**src/albf_pkg.sv**
```systemverilog
// Package for the ambient light backlight fader: mode codes, register indexes, command
// codes, duty limits and register reset values. It depends on nothing else.
`default_nettype none

package albf_pkg;

   typedef enum logic [1:0] {
      MODE_NORMAL = 2'd0,
      MODE_BURST  = 2'd1,
      MODE_FADE   = 2'd2
   } mode_type;

   typedef enum logic [2:0] {
      REG_CHANGE_THRESHOLD = 3'd0,
      REG_BURST_LENGTH     = 3'd1,
      REG_HITS_NEEDED      = 3'd2,
      REG_NORMAL_WAIT      = 3'd3,
      REG_BURST_WAIT       = 3'd4,
      REG_BRIGHTEN_WAIT    = 3'd5,
      REG_DARKEN_WAIT      = 3'd6
   } reg_index_type;

   typedef enum logic {
      CMD_READING = 1'b0,
      CMD_TICK    = 1'b1
   } command_type;

   localparam logic [6:0] DUTY_MIN = 7'd1;
   localparam logic [6:0] DUTY_MAX = 7'd100;

   localparam logic [6:0] RST_CHANGE_THRESHOLD = 7'd10;
   localparam logic [3:0] RST_BURST_LENGTH     = 4'd10;
   localparam logic [3:0] RST_HITS_NEEDED      = 4'd3;
   localparam logic [9:0] RST_NORMAL_WAIT      = 10'd100;
   localparam logic [9:0] RST_BURST_WAIT       = 10'd30;
   localparam logic [9:0] RST_BRIGHTEN_WAIT    = 10'd3;
   localparam logic [9:0] RST_DARKEN_WAIT      = 10'd10;

endpackage

`default_nettype wire

```
**src/ambient_light_backlight_fader_core.sv**
```systemverilog
// Top level of the ambient light backlight fader: input register, state update and
// result register. It depends on albf_pkg.
`default_nettype none

// The block accepts one word per clock cycle unless the result side stalls, and returns
// one result word per input word, via the input and result registers. A word is held in
// an input register, and a single pass of compare, increment and select logic updates
// the fader state and loads the result register. Backpressure on the result side
// stalls the input register and then the input port. Configuration writes are taken
// in every cycle and should be made only while no words are in flight.
module ambient_light_backlight_fader_core (
   input  wire logic        clock,
   input  wire logic        reset,
   input  wire logic        req_tvalid,
   output      logic        req_tready,
   input  wire logic [23:0] req_tdata,   // [16:0] light_reading, [23:17] zero
   input  wire logic [0:0]  req_tuser,   // [0] command
   output      logic        rsp_tvalid,
   input  wire logic        rsp_tready,
   // [6:0] duty_level, [7] level_changed, [9:8] mode, [19:10] next_wait_ms, [23:20] zero
   output      logic [23:0] rsp_tdata,
   input  wire logic        csr_valid,
   output      logic        csr_ready,
   input  wire logic [2:0]  csr_index,
   input  wire logic [9:0]  csr_data
);

   logic [6:0] threshold_ff;
   logic [3:0] burst_length_ff;
   logic [3:0] hits_needed_ff;
   logic [9:0] normal_wait_ff;
   logic [9:0] burst_wait_ff;
   logic [9:0] brighten_wait_ff;
   logic [9:0] darken_wait_ff;

   logic        s1_valid_ff;
   logic        s1_cmd_ff;
   logic [16:0] s1_reading_ff;

   logic              out_valid_ff;
   logic [6:0]        out_level_ff;
   logic              out_changed_ff;
   albf_pkg::mode_type out_mode_ff;
   logic [9:0]        out_wait_ff;

   logic [6:0]         level_ff, level_in;
   albf_pkg::mode_type phase_ff, phase_in;
   logic [3:0]         burst_count_ff, burst_count_in;
   logic [3:0]         hit_count_ff, hit_count_in;
   logic [6:0]         target_ff, target_in;
   logic               changed_in;
   logic [9:0]         wait_in;

   logic       out_load;
   logic [6:0] duty;
   logic [6:0] diff;
   logic       band_out;
   logic [3:0] burst_inc;
   logic [3:0] hit_inc;
   logic [6:0] step_target;
   logic [6:0] step_level;
   logic       step_done;
   logic [9:0] step_wait;
   logic [9:0] fade_wait;

   assign csr_ready  = 1'b1;
   assign out_load   = s1_valid_ff && (!out_valid_ff || rsp_tready);
   assign req_tready = !s1_valid_ff || out_load;
   assign rsp_tvalid = out_valid_ff;
   assign rsp_tdata  = {4'd0, out_wait_ff, out_mode_ff, out_changed_ff, out_level_ff};

   always_ff @(posedge clock) begin
      if (reset) begin
         threshold_ff     <= albf_pkg::RST_CHANGE_THRESHOLD;
         burst_length_ff  <= albf_pkg::RST_BURST_LENGTH;
         hits_needed_ff   <= albf_pkg::RST_HITS_NEEDED;
         normal_wait_ff   <= albf_pkg::RST_NORMAL_WAIT;
         burst_wait_ff    <= albf_pkg::RST_BURST_WAIT;
         brighten_wait_ff <= albf_pkg::RST_BRIGHTEN_WAIT;
         darken_wait_ff   <= albf_pkg::RST_DARKEN_WAIT;
      end else if (csr_valid && csr_ready) begin
         case (albf_pkg::reg_index_type'(csr_index))
            albf_pkg::REG_CHANGE_THRESHOLD: threshold_ff     <= csr_data[6:0];
            albf_pkg::REG_BURST_LENGTH:     burst_length_ff  <= csr_data[3:0];
            albf_pkg::REG_HITS_NEEDED:      hits_needed_ff   <= csr_data[3:0];
            albf_pkg::REG_NORMAL_WAIT:      normal_wait_ff   <= csr_data;
            albf_pkg::REG_BURST_WAIT:       burst_wait_ff    <= csr_data;
            albf_pkg::REG_BRIGHTEN_WAIT:    brighten_wait_ff <= csr_data;
            albf_pkg::REG_DARKEN_WAIT:      darken_wait_ff   <= csr_data;
            default: ;
         endcase
      end
   end

   always_ff @(posedge clock) begin
      if (reset) begin
         s1_valid_ff <= 1'b0;
      end else if (req_tready) begin
         s1_valid_ff <= req_tvalid;
      end
      if (req_tready && req_tvalid) begin
         s1_cmd_ff     <= req_tuser[0];
         s1_reading_ff <= req_tdata[16:0];
      end
   end

   // A reading r in 1..100 maps to r itself, since 1 + floor(99r/100) equals r there.
   always_comb begin
      if (s1_reading_ff[16]) begin
         duty = albf_pkg::DUTY_MIN;
      end else if (s1_reading_ff[15:0] > 16'(albf_pkg::DUTY_MAX)) begin
         duty = albf_pkg::DUTY_MAX;
      end else if (s1_reading_ff[15:0] == 16'd0) begin
         duty = albf_pkg::DUTY_MIN;
      end else begin
         duty = s1_reading_ff[6:0];
      end
   end

   assign diff      = (duty > level_ff) ? (duty - level_ff) : (level_ff - duty);
   assign band_out  = diff > threshold_ff;
   assign burst_inc = burst_count_ff + 4'd1;
   assign hit_inc   = hit_count_ff + 4'd1;
   assign fade_wait = (target_ff > level_ff) ? brighten_wait_ff : darken_wait_ff;

   assign step_target = (phase_ff == albf_pkg::MODE_BURST) ? duty : target_ff;

   always_comb begin
      if (step_target > level_ff) begin
         step_level = level_ff + 7'd1;
      end else if (step_target < level_ff) begin
         step_level = level_ff - 7'd1;
      end else begin
         step_level = level_ff;
      end
      step_done = (step_level == step_target) || (step_level == albf_pkg::DUTY_MAX)
                  || (step_level == albf_pkg::DUTY_MIN);
      if (step_done) begin
         step_wait = normal_wait_ff;
      end else if (step_target > step_level) begin
         step_wait = brighten_wait_ff;
      end else begin
         step_wait = darken_wait_ff;
      end
   end

   always_comb begin
      level_in       = level_ff;
      phase_in       = phase_ff;
      burst_count_in = burst_count_ff;
      hit_count_in   = hit_count_ff;
      target_in      = target_ff;
      changed_in     = 1'b0;
      wait_in        = normal_wait_ff;
      if (s1_cmd_ff == albf_pkg::CMD_READING) begin
         case (phase_ff)
            albf_pkg::MODE_NORMAL: begin
               if (band_out) begin
                  phase_in       = albf_pkg::MODE_BURST;
                  burst_count_in = 4'd0;
                  hit_count_in   = 4'd0;
                  wait_in        = burst_wait_ff;
               end
            end
            albf_pkg::MODE_BURST: begin
               burst_count_in = burst_inc;
               if (band_out) begin
                  hit_count_in = hit_inc;
               end
               if (band_out && (hit_inc >= hits_needed_ff)) begin
                  target_in  = duty;
                  level_in   = step_level;
                  changed_in = 1'b1;
                  phase_in   = step_done ? albf_pkg::MODE_NORMAL : albf_pkg::MODE_FADE;
                  wait_in    = step_wait;
               end else if (burst_inc >= burst_length_ff) begin
                  phase_in = albf_pkg::MODE_NORMAL;
               end else begin
                  wait_in = burst_wait_ff;
               end
            end
            albf_pkg::MODE_FADE: begin
               wait_in = fade_wait;
            end
            default: ;
         endcase
      end else begin
         case (phase_ff)
            albf_pkg::MODE_FADE: begin
               level_in   = step_level;
               changed_in = 1'b1;
               phase_in   = step_done ? albf_pkg::MODE_NORMAL : albf_pkg::MODE_FADE;
               wait_in    = step_wait;
            end
            albf_pkg::MODE_BURST: begin
               wait_in = burst_wait_ff;
            end
            default: ;
         endcase
      end
   end

   always_ff @(posedge clock) begin
      if (reset) begin
         level_ff       <= albf_pkg::DUTY_MAX;
         phase_ff       <= albf_pkg::MODE_NORMAL;
         burst_count_ff <= 4'd0;
         hit_count_ff   <= 4'd0;
         target_ff      <= albf_pkg::DUTY_MAX;
      end else if (out_load) begin
         level_ff       <= level_in;
         phase_ff       <= phase_in;
         burst_count_ff <= burst_count_in;
         hit_count_ff   <= hit_count_in;
         target_ff      <= target_in;
      end
   end

   always_ff @(posedge clock) begin
      if (reset) begin
         out_valid_ff <= 1'b0;
      end else if (out_load) begin
         out_valid_ff <= 1'b1;
      end else if (rsp_tready) begin
         out_valid_ff <= 1'b0;
      end
      if (out_load) begin
         out_level_ff   <= level_in;
         out_changed_ff <= changed_in;
         out_mode_ff    <= phase_in;
         out_wait_ff    <= wait_in;
      end
   end

endmodule

`default_nettype wire

```
**config.mk**
```make
export PLATFORM = sky130hd
export DESIGN_NAME = ambient_light_backlight_fader_core
export DESIGN_NICKNAME = d
export VERILOG_FILES = /design/src/albf_pkg.sv /design/src/ambient_light_backlight_fader_core.sv
export SDC_FILE = /design/constraint.sdc
export NUM_CORES = 1
export LEC_CHECK = 0
export ABC_AREA = 1
export BUFFER_PORTS_ARGS = -buffer_cell sky130_fd_sc_hd__buf_2
export CAP_MARGIN = 10
export CORE_MARGIN = 4
export CORE_UTILIZATION = 65
export CTS_BUF_LIST = sky130_fd_sc_hd__clkbuf_16
export DETAILED_ROUTE_END_ITERATION = 6
export PLACE_DENSITY = 0.86
export SLEW_MARGIN = 20
export SYNTH_ARGS = -nofsm -noshare
export SYNTH_HDL_FRONTEND = slang
export SYNTH_SLANG_ARGS = --single-unit
```
**constraint.sdc**
```tcl
create_clock -name clock -period 11.2 [get_ports clock]
set_clock_uncertainty 0.2 [all_clocks]
set_input_delay 0.56 -clock clock [delete_from_list [all_inputs] [get_ports clock]]
set_output_delay 0.56 -clock clock [all_outputs]
set_load 0.005 [all_outputs]
```
==> results.txt <==
clk sink count: 119
clk root buf: clkbuf_16
HPWL after DPL: 13800 um
hold crit path type: in2reg
starting DRC count in detailed routing: 779
Primary FF master, synth: dfxtp_1
Hold Path Cell Cnt: 1
routed wire length: 19700 um
Pwr Density: 170 nW/um^2
cts repair resizes: 0
Clk network pwr share: 0.371
Crit. End Element: flip-flop
syn avg cell area: 7.22 um^2
GRT Residual Overflow: 0
Worst path depth: 33
pin count of the biggest net entering global routing: 63
RSZ-0062 raised after global routing: no
area of the die: 13800 um^2
final cycle utilization of the critical path: 0.671
Reg clk slew, reported paths: 0.05 ns
Non-Filler Instances: 1269
synth unique cells: 48
Sequential Power Share: 0.334
Crit path max-delay family: simple AND/OR/NAND/NOR gates
Cells after DPL: 1237
IO Count: 70
Critical Path RT: 11.27 ns
Slew Limit Fails: 0
wire length per cell: 15.5 um
outcome: finished clean
Yosys reg bits: 119
Mapped Area: 7790 um^2
layout cell share with drive strength beyond 1: 0.115
Switching Fraction: 0.347
Setup WS post-layout: 3.68 ns
Leak: 4.02 nW
Area Growth Syn to Fin: 10.8%
antenna viol nets, final: 0
total CTS buffers: 17
combinational power share: 0.295
FFs w/ async S/R, synth: 0
Ant. Diodes: 0
area share of the largest cell type after synthesis: 0.208
Rows: 39
initial core utilization: 0.673
worst hold margin: 0.117 ns
Clock Path Buffers: 2
most used cell, CP: nor2_1
Synth area leader: dfxtp_1
P_sw: 508 uW
gr usage total: 0.287
Worst-Skew Late Latency: 0.42 ns
Die H: 117 um
Core Area: 11600 um^2
Synth Warn #: 0
Place WS: 3.94 ns
CTS tree: done
Final min period: 7.52 ns
Least-Margin Pin Slew: 0.938 ns
Crit Path Max Fanout: 23
Post-CTS Setup Bufs: 0
CP bufs+invs: 5
Sum Neg Setup Slack: 0 ns
internal power: 956 uW
DR vias/cell: 5.81
gp weighted congestion: 0.923
worst-case vdd ir drop: 0.000127 V
Final setup viols: 0
CP startpoint kind: flip-flop
nets: 1214
drt pass-1 iters: 6
delay of the slowest critical-path stage: 0.91 ns
vias in the first global route: 6833
Slowest-stage cell, CP: a31oi_2
EDFF count, synth: 38
CP Class: reg2reg
Cells after Synth: 1079
first-pass GRT wire length: 32600 um
# Max-Cap Violations: 0
sequential element share of the synthesized area: 0.355
largest cells by area after synthesis: dfxtp_1 (21%), edfxtp_1 (15%), nand2_1 (11%), ha_1 (9.0%), nor2_1 (6.3%)
Die X: 117 um
CTS HTree Levels: 4
vias: 7377
CP Data Arrival Time: 7.59 ns
IO Port Bufs: 57
slew margin rel.: 0.372
hold buffers post-CTS: 0
Max Clk Rate: 133 MHz
DR DRC count: 0
worst-case reg-to-reg path depth: 33
Fin. Hold Viols: 0
initial antenna violation count: 0
flip-flops by register name, indices dropped and copies added, names as in the netlist:
signal,flops
darken_wait_ff,10
burst_length_ff,4
level_ff,7
out_changed_ff,1
s1_valid_ff,1
phase_ff,2
threshold_ff,7
hits_needed_ff,4
target_ff,7
normal_wait_ff,10
s1_cmd_ff,1
s1_reading_ff,17
out_mode_ff,2
burst_count_ff,4
out_level_ff,7
burst_wait_ff,10
brighten_wait_ff,10
hit_count_ff,4
out_wait_ff,10
rsp_tvalid,1
cell families after synthesis:
| kind of cell | share of synthesized area |
|---|---|
| flip-flops | 0.355 |
| adder cells (fa/ha/maj) | 0.0951 |
| multiplexers | 0.00418 |
| buffers and inverters | 0.0863 |
| XOR/XNOR | 0.0212 |
| other | 0.000965 |
| AO/OA/AOI/OAI | 0.184 |
| AND/OR/NAND/NOR | 0.253 |
power groups by stage:
stage               combinational [mW]  clock [mW]  sequential (mW)
CTS                              0.420       0.546            0.488
finish                           0.432       0.543            0.489
global placement                 0.405           0            0.496
global route                     0.484       0.569            0.491
floorplan                        0.334           0            0.492
detailed placement               0.416           0            0.497
layout make-up:
class	instances	area [um^2]
clock buffers	17	425
clock inverters	15	163
fillers	901	2940
inverters	116	435
multi-input cells	800	4360
flip-flops and latches	119	2760
well taps	143	179
repair buffers	59	300
cells in the mapped netlist, types with 7 or more instances:
library cell / instances
nor2_1: 131
nand3_1: 54
clkbuf_1: 29
nand2_1: 228
a211oi_1: 14
nand3_2: 13
buf_4: 11
inv_1: 105
edfxtp_1: 38
a21oi_1: 97
o21ai_1: 12
xor2_1: 16
o211ai_1: 14
nand2_2: 7
ha_1: 56
nand4_1: 8
nor3_1: 12
o21ai_0: 91
dfxtp_1: 81
worst paths after layout:
check | from | end | slack [ns]
hold reg to reg | threshold_ff[6] | threshold_ff[6] | 0.27
setup / recovery | s1_reading_ff[15] | target_ff[6] | 3.68
hold / removal | req_tdata[2] | s1_reading_ff[2] | 0.12
setup reg to reg | s1_reading_ff[15] | target_ff[6] | 3.68
per-layer routing:
metal  global-route usage  up-vias  share of wire
li1                     -     3673              -
met1                0.386     3306           0.44
met2                0.453      346           0.45
met3               0.0770       52          0.091
met4               0.0946        0          0.020
met5                    0        -              0
cells in the final DEF (no fill, tap or decap), types with 4 or more instances in the layout:
cell type	netlist	layout
nand4_1	8	8
inv_1	105	106
dfxtp_1	81	81
o21ai_1	12	12
nor2_2	4	4
nand2_2	7	7
clkinv_1	6	9
o211ai_1	14	14
nand3_1	54	54
clkinvlp_4	0	4
conb_1	2	5
nor3_1	12	12
o21ai_0	91	91
o221ai_1	5	5
nand2_1	228	228
buf_2	3	57
a211oi_1	14	14
clkbuf_16	0	17
edfxtp_1	38	38
xor2_1	16	16
nand3_2	13	13
a21oi_1	97	97
a22oi_1	4	4
nor2_1	131	131
ha_1	56	56
inv_2	5	5
stage by stage:
step	util	total power [mW]	instance area, um^2
after floorplan	-	0.826	7800
final	0.746	1.46	8630
after global routing	0.746	1.54	8630
after detailed placement	0.695	0.913	8040
after CTS	0.746	1.45	8630
after global placement	0.695	0.901	8040
Power figures use the tool's default switching activity.
